File: src/rtl/crs_pkg.sv
// Shared types, constants and character helpers for the cell reference shifter.
// No dependencies; compiled first.
package crs_pkg;

    localparam int MaxCols    = 256;
    localparam int MaxLetters = 2;
    localparam int MaxDigits  = 5;
    localparam int BufDepth   = 10;
    localparam int RowDigits  = 5;

    localparam logic [7:0] ChDollar = 8'h24;
    localparam logic [7:0] ChBang   = 8'h21;
    localparam logic [7:0] ChColon  = 8'h3A;
    localparam logic [7:0] ChUpperA = 8'h41;
    localparam logic [7:0] ChZero   = 8'h30;

    typedef enum logic [1:0] {
        REG_ROW_CUT,
        REG_ROW_OFFSET,
        REG_COL_CUT,
        REG_COL_OFFSET
    } t_reg;

    typedef enum logic [2:0] {
        PH_IDLE,
        PH_DOLLAR,
        PH_LETTERS,
        PH_WORD,
        PH_RDOLLAR,
        PH_DIGITS
    } t_phase;

    typedef enum logic [3:0] {
        ACT_NONE,
        ACT_EMIT,
        ACT_PUSH,
        ACT_WORDEND,
        ACT_DOLLAR,
        ACT_FLUSH,
        ACT_FLUSHWORD,
        ACT_SPLITR,
        ACT_SPLITD,
        ACT_FINISH
    } t_act;

    typedef enum logic [2:0] {
        SRC_C,
        SRC_DOLLAR,
        SRC_BUF,
        SRC_COLHI,
        SRC_COLLO,
        SRC_ROW
    } t_src;

    typedef enum logic [3:0] {
        ST_IDLE,
        ST_SCAN,
        ST_FLUSH,
        ST_CONV,
        ST_RCD,
        ST_RCH,
        ST_RCL,
        ST_RRD,
        ST_RROW,
        ST_POST,
        ST_END
    } t_state;

    typedef struct packed {
        logic       accept;
        logic       emit;
        t_src       src;
        logic [3:0] idx;
        logic       apply;
        logic       eof;
        logic       ref_start;
        logic       conv_step;
        logic       finish;
    } t_cmd;

    typedef struct packed {
        t_act       act;
        logic       again;
        logic [3:0] flush_n;
        logic       col_abs;
        logic       row_abs;
        logic       two_letters;
        logic       conv_last;
        logic [2:0] nd;
        logic       emit_rdy;
        logic       slot_free;
        logic       hold_v;
        logic       fin;
    } t_sts;

    function automatic logic char_is_letter(input logic [7:0] c);
        return (c >= 8'h41 && c <= 8'h5A) || (c >= 8'h61 && c <= 8'h7A);
    endfunction

    function automatic logic char_is_numeral(input logic [7:0] c);
        return c >= 8'h30 && c <= 8'h39;
    endfunction

    function automatic logic [4:0] letter_val(input logic [7:0] c);
        logic [7:0] u;
        u = c & 8'hDF;
        return 5'(u - 8'h40);
    endfunction

endpackage

File: src/rtl/crs_ifs.sv
// Valid/ready channel interfaces for the character input and result output.
// No dependencies.
interface crs_in_if;
    logic       valid;
    logic       ready;
    logic [7:0] text_char;
    logic       final_char;
    modport source (output valid, text_char, final_char, input ready);
    modport sink   (input valid, text_char, final_char, output ready);
endinterface

interface crs_out_if;
    logic       valid;
    logic       ready;
    logic [7:0] out_char;
    logic       char_valid;
    logic       run_last;
    logic       text_done;
    logic       any_moved;
    modport source (output valid, out_char, char_valid, run_last, text_done, any_moved,
                    input ready);
    modport sink   (input valid, out_char, char_valid, run_last, text_done, any_moved,
                    output ready);
endinterface

File: src/rtl/crs_dp.sv
// Datapath: config registers, token buffer, scanner state, row/column arithmetic,
// hold and output registers. Depends on crs_pkg.
module crs_dp
    import crs_pkg::*;
(
    input  logic        i_clk,
    input  logic        i_rst_n,
    input  t_cmd        i_cmd,
    output t_sts        o_sts,
    input  logic [7:0]  i_text_char,
    input  logic        i_final_char,
    input  logic        i_out_ready,
    output logic        o_out_valid,
    output logic [7:0]  o_out_char,
    output logic        o_char_valid,
    output logic        o_run_last,
    output logic        o_text_done,
    output logic        o_any_moved,
    input  logic        i_cfg_we,
    input  logic [1:0]  i_cfg_idx,
    input  logic [15:0] i_cfg_data
);

    localparam logic signed [11:0] ColLim = 12'(MaxCols);

    logic [15:0]        r_row_cut, r_col_cut;
    logic signed [7:0]  r_row_off, r_col_off;
    logic [7:0]         r_c;
    logic               r_fin;
    logic [7:0]         r_buf [BufDepth];
    logic [3:0]         r_len;
    t_phase             r_phase;
    logic               r_skip, r_moved, r_cabs, r_rabs;
    logic [9:0]         r_col;
    logic [15:0]        r_row;
    logic [1:0]         r_lcnt;
    logic [2:0]         r_dcnt;
    logic [15:0]        r_conv;
    logic [9:0]         r_colv;
    logic [3:0]         r_dig [RowDigits];
    logic [2:0]         r_nd;
    logic [7:0]         r_hold;
    logic               r_hold_v;
    logic               r_ovalid, r_ocv, r_olast, r_odone, r_omoved;
    logic [7:0]         r_ochar;

    logic               c_alpha, c_digit;
    logic [4:0]         c_lv;
    logic [3:0]         c_dv;
    logic [19:0]        w_rmul;
    logic [15:0]        w_rnext;
    logic [9:0]         w_cnext;
    logic signed [17:0] w_rsum;
    logic [9:0]         w_colz;
    logic signed [11:0] w_csum;
    logic               w_mr, w_mc, w_move;
    logic [15:0]        w_rowv;
    logic [9:0]         w_colv;
    t_act               w_act;
    logic               w_again, w_clear;
    logic [3:0]         w_flush_n;
    logic [32:0]        w_qprod;
    logic [15:0]        w_q;
    logic [3:0]         w_d;
    logic [21:0]        w_cprod;
    logic [4:0]         w_cq, w_lo, w_hi;
    logic [7:0]         w_char;
    logic               w_slot_free, w_emit_rdy;

    assign c_alpha = char_is_letter(r_c);
    assign c_digit = char_is_numeral(r_c);
    assign c_lv    = letter_val(r_c);
    assign c_dv    = r_c[3:0];

    assign w_rmul  = 20'(r_row) * 20'd10 + 20'(c_dv);
    assign w_rnext = (w_rmul > 20'h0FFFF) ? 16'hFFFF : w_rmul[15:0];
    assign w_cnext = 10'(r_col * 10'd26) + 10'(c_lv);

    assign w_rsum = $signed({2'b00, r_row}) + 18'(r_row_off);
    assign w_mr   = (r_row_off != 8'sd0) && !r_rabs && (r_row != 16'd0)
                 && (r_row != 16'hFFFF) && (r_row > r_row_cut)
                 && (w_rsum >= 18'sd1) && (w_rsum <= 18'sd65535);
    assign w_colz = r_col - 10'd1;
    assign w_csum = $signed({2'b00, w_colz}) + 12'(r_col_off);
    assign w_mc   = (r_col_off != 8'sd0) && !r_cabs && ({6'b0, w_colz} >= r_col_cut)
                 && (w_csum >= 12'sd0) && (w_csum < ColLim);
    assign w_move = w_mr || w_mc;
    assign w_rowv = w_mr ? w_rsum[15:0] : r_row;
    assign w_colv = w_mc ? w_csum[9:0] : w_colz;

    always_comb begin
        w_act = ACT_NONE;
        if (i_cmd.eof) begin
            case (r_phase)
                PH_DIGITS:        w_act = ACT_FINISH;
                PH_IDLE, PH_WORD: w_act = ACT_NONE;
                default:          w_act = ACT_FLUSH;
            endcase
        end else begin
            case (r_phase)
                PH_IDLE: begin
                    w_act = (r_c == ChDollar || c_alpha) ? ACT_PUSH : ACT_EMIT;
                end
                PH_DOLLAR: begin
                    w_act = c_alpha ? ACT_PUSH : ACT_DOLLAR;
                end
                PH_LETTERS: begin
                    if (c_alpha) begin
                        w_act = (r_lcnt < 2'(MaxLetters)) ? ACT_PUSH : ACT_FLUSHWORD;
                    end else if (r_c == ChDollar || c_digit) begin
                        w_act = ACT_PUSH;
                    end else begin
                        w_act = ACT_FLUSH;
                    end
                end
                PH_WORD: begin
                    w_act = c_alpha ? ACT_EMIT : ACT_WORDEND;
                end
                PH_RDOLLAR: begin
                    w_act = c_digit ? ACT_PUSH : ACT_SPLITR;
                end
                default: begin
                    if (c_digit && r_dcnt < 3'(MaxDigits)) begin
                        w_act = ACT_PUSH;
                    end else if (c_alpha || c_digit) begin
                        w_act = ACT_SPLITD;
                    end else begin
                        w_act = ACT_FINISH;
                    end
                end
            endcase
        end
    end

    always_comb begin
        w_again   = 1'b1;
        w_clear   = 1'b1;
        w_flush_n = 4'd0;
        case (w_act)
            ACT_EMIT, ACT_PUSH: begin
                w_again = 1'b0;
                w_clear = 1'b0;
            end
            ACT_WORDEND:   w_clear = 1'b0;
            ACT_FLUSHWORD: begin
                w_again   = 1'b0;
                w_flush_n = r_len;
            end
            ACT_FLUSH, ACT_SPLITD: w_flush_n = r_len;
            ACT_SPLITR:    w_flush_n = r_len - 4'd1;
            ACT_FINISH:    w_flush_n = (w_move && !r_skip) ? 4'd0 : r_len;
            default:       w_again = 1'b1;
        endcase
    end

    // row digits by reciprocal of ten, column letters by reciprocal of 26
    assign w_qprod = 33'(r_conv) * 33'd52429;
    assign w_q     = 16'(w_qprod >> 19);
    assign w_d     = 4'(r_conv - 16'(w_q * 16'd10));
    assign w_cprod = 22'(r_colv) * 22'd2521;
    assign w_cq    = 5'(w_cprod >> 16);
    assign w_lo    = 5'(r_colv - 10'(w_cq * 10'd26));
    assign w_hi    = w_cq - 5'd1;

    always_comb begin
        case (i_cmd.src)
            SRC_C:      w_char = r_c;
            SRC_DOLLAR: w_char = ChDollar;
            SRC_BUF:    w_char = r_buf[i_cmd.idx];
            SRC_COLHI:  w_char = ChUpperA + {3'b000, w_hi};
            SRC_COLLO:  w_char = ChUpperA + {3'b000, w_lo};
            SRC_ROW:    w_char = ChZero + {4'b0000, r_dig[i_cmd.idx[2:0]]};
            default:    w_char = r_c;
        endcase
    end

    assign w_slot_free = !r_ovalid || i_out_ready;
    assign w_emit_rdy  = !r_hold_v || w_slot_free;

    always_comb begin
        o_sts             = '0;
        o_sts.act         = w_act;
        o_sts.again       = w_again;
        o_sts.flush_n     = w_flush_n;
        o_sts.col_abs     = r_cabs;
        o_sts.row_abs     = r_rabs;
        o_sts.two_letters = r_colv >= 10'd26;
        o_sts.conv_last   = w_q == 16'd0;
        o_sts.nd          = r_nd;
        o_sts.emit_rdy    = w_emit_rdy;
        o_sts.slot_free   = w_slot_free;
        o_sts.hold_v      = r_hold_v;
        o_sts.fin         = r_fin;
    end

    always_ff @(posedge i_clk) begin
        if (!i_rst_n) begin
            r_row_cut <= '0;
            r_col_cut <= '0;
            r_row_off <= '0;
            r_col_off <= '0;
            r_len     <= '0;
            r_phase   <= PH_IDLE;
            r_skip    <= 1'b0;
            r_moved   <= 1'b0;
            r_cabs    <= 1'b0;
            r_rabs    <= 1'b0;
            r_col     <= '0;
            r_row     <= '0;
            r_lcnt    <= '0;
            r_dcnt    <= '0;
            r_hold_v  <= 1'b0;
            r_ovalid  <= 1'b0;
        end else begin
            if (i_cfg_we) begin
                case (t_reg'(i_cfg_idx))
                    REG_ROW_CUT:    r_row_cut <= i_cfg_data;
                    REG_ROW_OFFSET: r_row_off <= i_cfg_data[7:0];
                    REG_COL_CUT:    r_col_cut <= i_cfg_data;
                    REG_COL_OFFSET: r_col_off <= i_cfg_data[7:0];
                    default:        r_row_cut <= r_row_cut;
                endcase
            end

            if (i_cmd.accept) begin
                r_c   <= i_text_char;
                r_fin <= i_final_char;
            end

            if (i_cmd.apply) begin
                if (w_clear) begin
                    // lone row dollar left over: rescanned as a column dollar
                    r_len   <= (w_act == ACT_SPLITR) ? 4'd1 : 4'd0;
                    r_lcnt  <= '0;
                    r_dcnt  <= '0;
                    r_col   <= '0;
                    r_row   <= '0;
                    r_cabs  <= (w_act == ACT_SPLITR);
                    r_rabs  <= 1'b0;
                    case (w_act)
                        ACT_FLUSHWORD: r_phase <= PH_WORD;
                        ACT_SPLITR:    r_phase <= PH_DOLLAR;
                        default:       r_phase <= PH_IDLE;
                    endcase
                end
                case (w_act)
                    ACT_EMIT: begin
                        if (r_phase == PH_IDLE && r_c == ChBang) r_skip <= 1'b1;
                    end
                    ACT_PUSH: begin
                        if (r_len < 4'(BufDepth)) begin
                            r_buf[r_len] <= r_c;
                            r_len        <= r_len + 4'd1;
                        end
                        case (r_phase)
                            PH_IDLE, PH_DOLLAR: begin
                                if (r_c == ChDollar) begin
                                    r_cabs  <= 1'b1;
                                    r_phase <= PH_DOLLAR;
                                end else begin
                                    r_lcnt  <= 2'd1;
                                    r_col   <= 10'(c_lv);
                                    r_phase <= PH_LETTERS;
                                end
                            end
                            PH_LETTERS: begin
                                if (c_alpha) begin
                                    r_lcnt <= r_lcnt + 2'd1;
                                    r_col  <= w_cnext;
                                end else if (r_c == ChDollar) begin
                                    r_rabs  <= 1'b1;
                                    r_phase <= PH_RDOLLAR;
                                end else begin
                                    r_dcnt  <= 3'd1;
                                    r_row   <= 16'(c_dv);
                                    r_phase <= PH_DIGITS;
                                end
                            end
                            PH_RDOLLAR: begin
                                r_dcnt  <= 3'd1;
                                r_row   <= 16'(c_dv);
                                r_phase <= PH_DIGITS;
                            end
                            default: begin
                                r_dcnt <= r_dcnt + 3'd1;
                                r_row  <= w_rnext;
                            end
                        endcase
                    end
                    ACT_WORDEND: r_phase <= PH_IDLE;
                    ACT_SPLITR:  r_buf[0] <= ChDollar;
                    ACT_FINISH: begin
                        if (r_skip) r_skip <= (r_c == ChColon) && !i_cmd.eof;
                        else if (w_move) r_moved <= 1'b1;
                    end
                    default: ;
                endcase
            end

            if (i_cmd.ref_start) begin
                r_conv <= w_rowv;
                r_colv <= w_colv;
                r_nd   <= '0;
            end
            if (i_cmd.conv_step) begin
                r_dig[r_nd] <= w_d;
                r_nd        <= r_nd + 3'd1;
                r_conv      <= w_q;
            end

            if ((i_cmd.emit && w_emit_rdy && r_hold_v)
                    || (i_cmd.finish && (r_hold_v || r_fin))) begin
                r_ovalid <= 1'b1;
            end else if (r_ovalid && i_out_ready) begin
                r_ovalid <= 1'b0;
            end
            if (i_cmd.emit && w_emit_rdy) begin
                if (r_hold_v) begin
                    r_ochar  <= r_hold;
                    r_ocv    <= 1'b1;
                    r_olast  <= 1'b0;
                    r_odone  <= 1'b0;
                    r_omoved <= 1'b0;
                end
                r_hold   <= w_char;
                r_hold_v <= 1'b1;
            end
            if (i_cmd.finish) begin
                if (r_hold_v) begin
                    r_ochar  <= r_hold;
                    r_ocv    <= 1'b1;
                    r_olast  <= 1'b1;
                    r_odone  <= r_fin;
                    r_omoved <= r_fin && r_moved;
                    r_hold_v <= 1'b0;
                end else if (r_fin) begin
                    r_ochar  <= 8'h00;
                    r_ocv    <= 1'b0;
                    r_olast  <= 1'b1;
                    r_odone  <= 1'b1;
                    r_omoved <= r_moved;
                end
                if (r_fin) begin
                    r_moved <= 1'b0;
                    r_skip  <= 1'b0;
                end
            end
        end
    end

    assign o_out_valid  = r_ovalid;
    assign o_out_char   = r_ochar;
    assign o_char_valid = r_ocv;
    assign o_run_last   = r_olast;
    assign o_text_done  = r_odone;
    assign o_any_moved  = r_omoved;

endmodule

File: src/rtl/crs_ctrl.sv
// Controller: sequences scan, buffer flush, row conversion and reference rewrite.
// Depends on crs_pkg.
module crs_ctrl
    import crs_pkg::*;
(
    input  logic i_clk,
    input  logic i_rst_n,
    input  logic i_in_valid,
    output logic o_in_ready,
    input  t_sts i_sts,
    output t_cmd o_cmd
);

    t_state     r_state, n_state;
    logic [3:0] r_idx, n_idx;
    logic       r_eof, n_eof;
    logic       w_need;

    always_ff @(posedge i_clk) begin
        if (!i_rst_n) begin
            r_state <= ST_IDLE;
            r_idx   <= '0;
            r_eof   <= 1'b0;
        end else begin
            r_state <= n_state;
            r_idx   <= n_idx;
            r_eof   <= n_eof;
        end
    end

    always_comb begin
        n_state    = r_state;
        n_idx      = r_idx;
        n_eof      = r_eof;
        o_cmd      = '0;
        o_cmd.eof  = r_eof;
        o_cmd.idx  = r_idx;
        o_in_ready = 1'b0;
        w_need     = (i_sts.act == ACT_EMIT) || (i_sts.act == ACT_FLUSHWORD)
                  || (i_sts.act == ACT_DOLLAR);
        case (r_state)
            ST_IDLE: begin
                o_in_ready = 1'b1;
                if (i_in_valid) begin
                    o_cmd.accept = 1'b1;
                    n_eof        = 1'b0;
                    n_state      = ST_SCAN;
                end
            end
            ST_SCAN: begin
                if (i_sts.flush_n != 4'd0) begin
                    n_idx   = '0;
                    n_state = ST_FLUSH;
                end else if (i_sts.act == ACT_FINISH) begin
                    o_cmd.ref_start = 1'b1;
                    n_state         = ST_CONV;
                end else begin
                    n_state = ST_POST;
                end
            end
            ST_FLUSH: begin
                o_cmd.emit = 1'b1;
                o_cmd.src  = SRC_BUF;
                if (i_sts.emit_rdy) begin
                    if (r_idx == i_sts.flush_n - 4'd1) n_state = ST_POST;
                    else n_idx = r_idx + 4'd1;
                end
            end
            ST_CONV: begin
                o_cmd.conv_step = 1'b1;
                if (i_sts.conv_last) begin
                    n_idx   = {1'b0, i_sts.nd};
                    n_state = ST_RCD;
                end
            end
            ST_RCD: begin
                if (i_sts.col_abs) begin
                    o_cmd.emit = 1'b1;
                    o_cmd.src  = SRC_DOLLAR;
                    if (i_sts.emit_rdy) n_state = ST_RCH;
                end else begin
                    n_state = ST_RCH;
                end
            end
            ST_RCH: begin
                if (i_sts.two_letters) begin
                    o_cmd.emit = 1'b1;
                    o_cmd.src  = SRC_COLHI;
                    if (i_sts.emit_rdy) n_state = ST_RCL;
                end else begin
                    n_state = ST_RCL;
                end
            end
            ST_RCL: begin
                o_cmd.emit = 1'b1;
                o_cmd.src  = SRC_COLLO;
                if (i_sts.emit_rdy) n_state = ST_RRD;
            end
            ST_RRD: begin
                if (i_sts.row_abs) begin
                    o_cmd.emit = 1'b1;
                    o_cmd.src  = SRC_DOLLAR;
                    if (i_sts.emit_rdy) n_state = ST_RROW;
                end else begin
                    n_state = ST_RROW;
                end
            end
            ST_RROW: begin
                o_cmd.emit = 1'b1;
                o_cmd.src  = SRC_ROW;
                if (i_sts.emit_rdy) begin
                    if (r_idx == 4'd0) n_state = ST_POST;
                    else n_idx = r_idx - 4'd1;
                end
            end
            ST_POST: begin
                o_cmd.emit = w_need;
                o_cmd.src  = (i_sts.act == ACT_DOLLAR) ? SRC_DOLLAR : SRC_C;
                if (!w_need || i_sts.emit_rdy) begin
                    o_cmd.apply = 1'b1;
                    if (!r_eof && i_sts.again) begin
                        n_state = ST_SCAN;
                    end else if (i_sts.fin && !r_eof) begin
                        n_eof   = 1'b1;
                        n_state = ST_SCAN;
                    end else begin
                        n_state = ST_END;
                    end
                end
            end
            ST_END: begin
                if (!((i_sts.hold_v || i_sts.fin) && !i_sts.slot_free)) begin
                    o_cmd.finish = 1'b1;
                    n_state      = ST_IDLE;
                end
            end
            default: n_state = ST_IDLE;
        endcase
    end

endmodule

File: src/rtl/cell_reference_shifter.sv
// Top level of the cell reference shifter: controller, datapath and channel ports.
// Depends on crs_pkg, crs_ifs, crs_ctrl and crs_dp.

// Rewrites formula text one character per input transaction, moving relative cell
// references past the cut row or at or past the cut column by the programmed offsets.
// Input is taken only while the block is idle: a character that is held in the token
// buffer or passed straight through goes through the accept, scan, commit and finish
// steps before the next can be taken, and the last character of a formula adds an
// end-of-text pass. Characters are flushed from the token buffer one at a time, a
// rejected candidate is rescanned through scan and commit again, and a rewritten
// reference converts its row one decimal digit at a time (up to five digits), then
// emits the column dollar, column letters, row dollar and row digits. Output stalls
// hold the sequence. The last character of each input is held back one result
// so that run_last can be flagged; results leave through a registered output stage.
module cell_reference_shifter
    import crs_pkg::*;
(
    input  logic        i_clk,
    input  logic        i_rst_n,
    crs_in_if.sink      i_chan,
    crs_out_if.source   o_chan,
    input  logic        i_cfg_we,
    input  logic [1:0]  i_cfg_idx,
    input  logic [15:0] i_cfg_data
);

    t_cmd w_cmd;
    t_sts w_sts;
    logic w_in_ready;

    crs_ctrl u_ctrl (
        .i_clk      (i_clk),
        .i_rst_n    (i_rst_n),
        .i_in_valid (i_chan.valid),
        .o_in_ready (w_in_ready),
        .i_sts      (w_sts),
        .o_cmd      (w_cmd)
    );

    crs_dp u_dp (
        .i_clk        (i_clk),
        .i_rst_n      (i_rst_n),
        .i_cmd        (w_cmd),
        .o_sts        (w_sts),
        .i_text_char  (i_chan.text_char),
        .i_final_char (i_chan.final_char),
        .i_out_ready  (o_chan.ready),
        .o_out_valid  (o_chan.valid),
        .o_out_char   (o_chan.out_char),
        .o_char_valid (o_chan.char_valid),
        .o_run_last   (o_chan.run_last),
        .o_text_done  (o_chan.text_done),
        .o_any_moved  (o_chan.any_moved),
        .i_cfg_we     (i_cfg_we),
        .i_cfg_idx    (i_cfg_idx),
        .i_cfg_data   (i_cfg_data)
    );

    assign i_chan.ready = w_in_ready;

    a_done_last: assert property (@(posedge i_clk) disable iff (!i_rst_n)
        o_chan.valid && o_chan.text_done |-> o_chan.run_last)
        else $error("text_done without run_last");

    a_moved_done: assert property (@(posedge i_clk) disable iff (!i_rst_n)
        o_chan.valid && o_chan.any_moved |-> o_chan.text_done)
        else $error("any_moved outside text_done");

    a_empty_done: assert property (@(posedge i_clk) disable iff (!i_rst_n)
        o_chan.valid && !o_chan.char_valid |-> o_chan.text_done && o_chan.out_char == 8'h00)
        else $error("empty result not at end of formula");

    a_hold_clear: assert property (@(posedge i_clk) disable iff (!i_rst_n)
        i_chan.ready |-> !w_sts.hold_v)
        else $error("held character left over when taking new input");

endmodule
File: src/flat_wrapper.sv
// flat-port wrapper written by rule: the top's interface ports become plain ports
module cell_reference_shifter_flat import crs_pkg::*;
  (i_clk, i_rst_n, i_cfg_we, i_cfg_idx, i_cfg_data, i_chan_valid, i_chan_text_char, i_chan_final_char, i_chan_ready, o_chan_valid, o_chan_out_char, o_chan_char_valid, o_chan_run_last, o_chan_text_done, o_chan_any_moved, o_chan_ready);
  crs_in_if i_chan_i ();
  crs_out_if o_chan_i ();
  input  logic i_clk;
  input  logic i_rst_n;
  input  logic i_cfg_we;
  input  logic [1:0] i_cfg_idx;
  input  logic [15:0] i_cfg_data;
  input wire logic [$bits(i_chan_i.valid)-1:0] i_chan_valid;
  input wire logic [$bits(i_chan_i.text_char)-1:0] i_chan_text_char;
  input wire logic [$bits(i_chan_i.final_char)-1:0] i_chan_final_char;
  output wire logic [$bits(i_chan_i.ready)-1:0] i_chan_ready;
  output wire logic [$bits(o_chan_i.valid)-1:0] o_chan_valid;
  output wire logic [$bits(o_chan_i.out_char)-1:0] o_chan_out_char;
  output wire logic [$bits(o_chan_i.char_valid)-1:0] o_chan_char_valid;
  output wire logic [$bits(o_chan_i.run_last)-1:0] o_chan_run_last;
  output wire logic [$bits(o_chan_i.text_done)-1:0] o_chan_text_done;
  output wire logic [$bits(o_chan_i.any_moved)-1:0] o_chan_any_moved;
  input wire logic [$bits(o_chan_i.ready)-1:0] o_chan_ready;
  assign i_chan_i.valid = i_chan_valid;
  assign i_chan_i.text_char = i_chan_text_char;
  assign i_chan_i.final_char = i_chan_final_char;
  assign i_chan_ready = i_chan_i.ready;
  assign o_chan_valid = o_chan_i.valid;
  assign o_chan_out_char = o_chan_i.out_char;
  assign o_chan_char_valid = o_chan_i.char_valid;
  assign o_chan_run_last = o_chan_i.run_last;
  assign o_chan_text_done = o_chan_i.text_done;
  assign o_chan_any_moved = o_chan_i.any_moved;
  assign o_chan_i.ready = o_chan_ready;
  cell_reference_shifter u_core (.i_clk(i_clk), .i_rst_n(i_rst_n), .i_chan(i_chan_i), .o_chan(o_chan_i), .i_cfg_we(i_cfg_we), .i_cfg_idx(i_cfg_idx), .i_cfg_data(i_cfg_data));
endmodule
File: config.mk
export PLATFORM = sky130hd
export DESIGN_NAME = cell_reference_shifter_flat
export DESIGN_NICKNAME = d
export VERILOG_FILES = /design/src/rtl/crs_pkg.sv /design/src/rtl/crs_ifs.sv /design/src/rtl/crs_dp.sv /design/src/rtl/crs_ctrl.sv /design/src/rtl/cell_reference_shifter.sv /design/src/flat_wrapper.sv
export SDC_FILE = /design/constraint.sdc
export NUM_CORES = 1
export LEC_CHECK = 0
export ABC_CLOCK_PERIOD_IN_PS = 7300
export BUFFER_PORTS_ARGS = -buffer_cell sky130_fd_sc_hd__buf_4
export CAP_MARGIN = 20
export CORE_UTILIZATION = 60
export DETAILED_ROUTE_END_ITERATION = 10
export PLACE_DENSITY = 0.76
export RECOVER_POWER = 50
export SETUP_SLACK_MARGIN = 0.05
export SKIP_LAST_GASP = 1
export SYNTH_ARGS = -nofsm -noshare
export SYNTH_HDL_FRONTEND = slang
export SYNTH_SLANG_ARGS = --single-unit
export TNS_END_PERCENT = 1
File: constraint.sdc
create_clock -name i_clk -period 7.3 [get_ports i_clk]
set_input_delay 1.46 -clock i_clk [delete_from_list [all_inputs] [get_ports i_clk]]
set_output_delay 1.46 -clock i_clk [all_outputs]
set_load 0.02 [all_outputs]
== After elaboration in Yosys (flattened, before gate mapping) ==
Memory sizes are Yosys's and may differ from the RTL's. A register that Yosys moved wholly into a read port is not among the register bits.
Cells that the tools add are included.

* Output and inout port bits: 14
* Input port bits: 32
* Memories: 2
* Bits in writable memories: 100
* Bits in registers: 159
* Word-level logic and storage cells: 377

{| class="wikitable"
|+ Memory list
! memory !! words !! width !! rd ports !! clocked after Yosys merged registers in !! wr ports !! line !! text
|-
| u_core.u_dp.r_buf || 10 || 8 || 1 || 1 || 1 || crs_dp.sv:30 || <nowiki>logic [7:0] r_buf [BufDepth];</nowiki>
|-
| u_core.u_dp.r_dig || 5 || 4 || 1 || 1 || 1 || crs_dp.sv:40 || <nowiki>logic [3:0] r_dig [RowDigits];</nowiki>
|}

* Add/sub/neg operators: 20
* $lt $le $gt $ge: 17
* Reductions and logical operators: 75
* Muxes and demuxes: 172
* $mul: 6
* Eq/ne operators: 54

{| class="wikitable"
|+ Operators by type and width
! operator !! count
|-
| two-way mux 4 bit || 37
|-
| two-way mux 16 bit || 7
|-
| two-way mux 1 bit || 78
|-
| two-way mux 10 bit || 5
|-
| two-way mux 8 bit || 6
|-
| case mux 16 bit (3 select lines) || 1
|-
| two-way mux 3 bit || 15
|-
| case mux 4 bit (11 select lines) || 1
|-
| case mux 8 bit (5 select lines) || 1
|-
| equality test 4 x 3 -> 1 bit, second input constant || 8
|-
| multiplier 16 x 16 -> 32 bit, second input constant || 1
|-
| inequality test 2 bit, second input constant || 14
|-
| case mux 4 bit (7 select lines) || 1
|-
| logical AND 1 bit || 25
|-
| equality test 8 x 6 -> 1 bit, second input constant || 3
|-
| multiplier 10 x 12 -> 21 bit, second input constant || 1
|-
| adder 20 x 4 -> 20 bit || 1
|-
| equality test 4 bit, second input constant || 5
|-
| greater-than comparator 20 x 16 -> 1 bit, second input constant || 1
|-
| case mux 10 bit (2 select lines) || 1
|-
| case mux 4 bit (5 select lines) || 1
|-
| multiplier 16 x 3 -> 19 bit, second input constant || 1
|-
| adder 17 x 8 -> 18 bit || 1
|-
| greater-or-equal comparator 18 x 2 -> 1 bit, second input constant || 1
|-
| other kinds (64) || 128
|}

== Logic depth before layout (Yosys ltp) ==
* Depth in word-level cells: 20
* Depth in mapped cells: 28
* Gate-level depth less buffers: 28

== By module ==
From an unflattened synthesis, not the netlist that was laid out.

* Cell total of the unflattened synthesis: 2298
* Area total of the unflattened synthesis: 22700.5 um^2

{| class="wikitable"
|+ Modules (own cells, without submodules)
! module !! times used !! seq. area each (um^2) !! cells each !! area an instance (um^2)
|-
| crs_dp || 1 || 6586.3 || 2153 || 21560.7
|-
| crs_ctrl || 1 || 180.2 || 145 || 1139.8
|}

== Worst setup path after synthesis ==
Ideal clock, no wire load.

* Kind: reg2reg
* Start: register u_core.u_dp.r_conv[4]
* End: register with a tool-made name
* Required time: 7.230 ns
* Buffers on the path: 1
* Stages on the path, launching flop included: 24
* Slack: 0.799 ns
* Data arrival time: 6.430 ns
* Library setup time: 0.070 ns
* Period minus slack after synthesis: 6.501 ns
* Cells stage by stage: edfxtp_1 ha_1 inv_1 fa_1 inv_1 fa_1 fa_1 fa_1 fa_1 ha_1 clkbuf_1 nand2_1 a21boi_0 o21ai_0 and2_1 nor3_1 a31oi_1 xnor2_1 nor4_1 nand3_1 o31ai_1 nand3_1 or4_4 a21oi_1

{| class="wikitable"
|+ RTL lines
! what !! line !! text
|-
| from (decl) || crs_dp.sv:38 || <nowiki>logic [15:0] r_conv;</nowiki>
|-
| from (signal assigned) || crs_dp.sv:301 || <nowiki>r_conv <= w_rowv;</nowiki>
|-
| from (signal assigned) || crs_dp.sv:308 || <nowiki>r_conv <= w_q;</nowiki>
|}

== Worst setup path after layout ==
* Start: register u_core.u_dp.r_conv[5]
* End: register u_core.u_ctrl.r_idx[3]

* Longest elaborated chain between the ends: 4

{| class="wikitable"
|+ Ends and longest elaborated chain
! what !! line !! text
|-
| multiplier 16 x 16 -> 32 bit || crs_dp.sv:157 || <nowiki>assign w_qprod = 33'(r_conv) * 33'd52429;</nowiki>
|-
| logical NOT 16 bit || crs_dp.sv:188 || <nowiki>o_sts.conv_last = w_q == 16'd0;</nowiki>
|-
| inequality test 2 bit (no line) || -- ||
|-
| AND reduction 7 bit (no line) || -- ||
|-
| to (signal assigned) || crs_ctrl.sv:26 || <nowiki>r_idx <= n_idx;</nowiki>
|-
| to (decl) || crs_ctrl.sv:15 || <nowiki>logic [3:0] r_idx, n_idx;</nowiki>
|}

No other way between the ends.
A chain may end at the register's enable or synchronous reset.

==> run metrics <==
status complete, but fails checks; failing checks capacitance limit, slew limit; Post-DRT Antenna Nets 0; DRT Pass-1 Iters 6; post-synthesis mux area share around 4.4%; RSZ-0062 raised after global routing yes; Tot Pwr 4.68 mW; Req. time, crit path 7.79 ns; setup tns final 0 ns; Post-synth ARST share 0%; count leader, synth ha_1; vias after detailed routing around 18,000; Buf/Inv on CP 4; WL final 57,900 um; CTS tree done; CP cell instances ha_1 > inv_1 > fa_1 > inv_1 > fa_1 > fa_1 > fa_1 > fa_1 > ha_2 > a21o_1 > a21o_1 > a21oi_1 > o21ai_0 > buf_4 > a211oi_1 > o21ai_0 > nor4_2 > nand3_1 > o31ai_1 > buf_4 > nand3_1 > or4_4 > a21oi_1; Post-synth top cells ha_1, inv_1, nand2_1; Post-Synth XOR/XNOR Area 4.04%; Hold Buf Count CTS 0; syn avg cell area 9.66 um^2; clk slew on worst S/H paths about 0.060 ns; Starting Density 61.5%; worst slack, placed 0.364 ns; clock latency on the worst-skew pair 0.58 ns; vias in the first global route between 15,000 and 20,000; clk_skew ~0.015 ns; Netlist Area Pre-Place 22,700 um^2; # setup viols final 0; worst relative slew slack -37.0%; Root Buffer clkbuf_16; H-tree Lvls 1; Post-Synthesis Net Count 2,833; GR Overflow Total 0; slowest stage delay, CP 0.57 ns; ratio of cells with drive above 1 in the final layout 6.58%; Crit Path Max Fanout 8; WP data arrival 7.42 ns; Max VDD drop just under 0.0002 V; site row count 70; critical path capture point type register; DPL Wire Length 45,400 um; Final Max Slew Viols 35; Synth Register Bits around 260; Mapped Cells 2,354; sequential element share of the synthesized area 30.1%; Longest Clk Path Bufs 3; post-synth top area share 20.9%; Slew @ Worst Pin about 2.1 ns; # DRC 0; Area Growth Syn to Fin 7.83%; area of the die about 39,000 um^2; Post-Synth Adder-Cell Area 28.7%; leakage 10.7 nW; # diodes 0; Ys Warns 0; I/O pin cnt 46; GRT Overall Usage 30.7%; WS Path Type register to register; post-route setup slack 0.374 ns; first-pass GRT wire length around 93,000 um; share of the core filled with cells 66.3%; drt wl/cell 19.9 um; Final Net Count 2,860; largest family of logic cells by synthesized area adder cells; Die Wd between 150 and 200 um; Buffers on Ports 45; hold slack 0.453 ns; Critical Path Start Type register; Synth Area in Compound Gates roughly 14%; initial antenna violation count 0; PwrDens 191 nW/um^2; min-delay worst type register to register; gate family responsible for the most delay along the worst path adder cells; Final Cycle Share 94.9%; CP max-delay cell fa_1; area leader, netlist edfxtp_1; DRT iter0 DRCs 1,292; Max-Cap Viols 1; Fin. Hold Viols 0; Top FF cell, synth edfxtp_1; largest net degree at the start of global routing 81; Die Y 197 um; clock sinks 263; Synth area leaders edfxtp_1, ha_1, fa_1; Synth Area in Simple Gates 12.8%; Max Freq between 100 and 150 MHz; Synth cell types 83; GP Congestion 0.952; core area between 30,000 and 40,000 um^2; cts bufs inserted 29; Final min period roughly 7 ns; EDFF count, synth between 150 and 200; drt via density 6.08; most frequent CP cell fa_1
-- what timing repair did --
action / CTS / global route
buffers inserted: 0 / 2
gates resized for setup: 0 / 7
endpoints found under the setup margin: 0 / 13
-- cell usage in the layout (no fill, tap or decap), types with 33 or more instances in the layout --
| cell type | Yosys | final |
|---|---|---|
| ha_1 | 322 | 321 |
| inv_1 | 295 | 296 |
| nand2_1 | 208 | 208 |
| a21oi_1 | 158 | 158 |
| edfxtp_1 | 158 | 158 |
| nor2_1 | 133 | 133 |
| fa_1 | 125 | 125 |
| o21ai_0 | 105 | 104 |
| dfxtp_1 | 105 | 104 |
| xnor2_1 | 71 | 71 |
| nand3_1 | 46 | 46 |
| nor3_1 | 45 | 43 |
| mux2i_1 | 41 | 41 |
| buf_4 | 1 | 39 |
| xor2_1 | 34 | 34 |
| a21o_1 | 33 | 33 |
-- kinds of logic after synthesis --
group                      Yosys count
buffers and inverters              372
AOI/OAI and AO/OA                  489
adders and majority gates          447
muxes                               73
and+or+nand+nor                    605
xor gates and xnor gates           105
DFF                                263
-- metal layers --
| layer | share of wire (%) | track usage, % | up-vias |
|---|---|---|---|
| met4 | 3.0 | 8.99 | 0 |
| met2 | 47 | 51.8 | 614 |
| met3 | 6.7 | 3.51 | 113 |
| met1 | 43 | 41.7 | 8548 |
| met5 | 0 | 0 | - |
| li1 | - | - | 8390 |
-- stage by stage --
step | instances | area (um^2)
after floorplan | 2354 | 22700
after global placement | 2850 | 23600
after detailed placement | 2850 | 23600
after CTS | 2902 | 24500
after global routing | 2906 | 24500
final | 2906 | 24500
-- worst reg2reg max path: stages (launching register included) --
cell      delay (ns)
edfxtp_1        0.49
ha_1            0.38
inv_1           0.08
fa_1            0.54
inv_1           0.06
fa_1            0.50
fa_1            0.53
fa_1            0.53
fa_1            0.57
ha_2            0.32
a21o_1          0.24
a21o_1          0.18
a21oi_1         0.21
o21ai_0         0.19
buf_4           0.19
a211oi_1        0.20
o21ai_0         0.14
nor4_2          0.19
nand3_1         0.11
o31ai_1         0.22
buf_4           0.18
nand3_1         0.12
or4_4           0.51
a21oi_1         0.16
-- layout make-up --
cell class | count | area, um^2
repair buffers | 72 | 463
fillers | 3018 | 12400
multi-input cells | 1719 | 14500
flip-flops and latches | 263 | 6850
inverters | 296 | 1110
well taps | 504 | 631
clock buffers | 36 | 772
clock inverters | 16 | 166
-- flip-flops by register name (all words and copies together) (netlist names), 2 cells and up, named ones only --
name                    cells
u_core.u_ctrl.r_idx         4
u_core.u_ctrl.r_state       4
u_core.u_dp.o_out_char      8
u_core.u_dp.r_buf          80
u_core.u_dp.r_c             8
u_core.u_dp.r_col          10
u_core.u_dp.r_col_cut      16
u_core.u_dp.r_col_off       8
u_core.u_dp.r_colv         10
u_core.u_dp.r_conv         16
u_core.u_dp.r_dcnt          3
u_core.u_dp.r_dig          20
u_core.u_dp.r_hold          8
u_core.u_dp.r_lcnt          2
u_core.u_dp.r_len           4
u_core.u_dp.r_nd            3
u_core.u_dp.r_phase         3
u_core.u_dp.r_row          16
u_core.u_dp.r_row_cut      16
u_core.u_dp.r_row_off       8
-- path summary, 6_finish.rpt --
kind	depth (start not counted)	endpoint	slack, ns	startpoint
setup reg to reg	23	u_core.u_ctrl.r_idx[3]	0.37	u_core.u_dp.r_conv[5]
hold reg to reg	2	u_core.u_dp.r_row_cut[8]	0.45	u_core.u_dp.r_row_cut[8]
hold / removal	2	u_core.u_dp.r_row_cut[8]	0.45	u_core.u_dp.r_row_cut[8]
setup / recovery	23	u_core.u_ctrl.r_idx[3]	0.37	u_core.u_dp.r_conv[5]
-- where the power goes --
group	leakage, nW	internal [mW]	switching [mW]
clock network	0.463	0.829	0.625
logic	7.91	0.555	0.851
registers	2.29	1.71	0.109
total	10.7	3.10	1.58
Note: power is estimated with default switching activity, not from simulation.
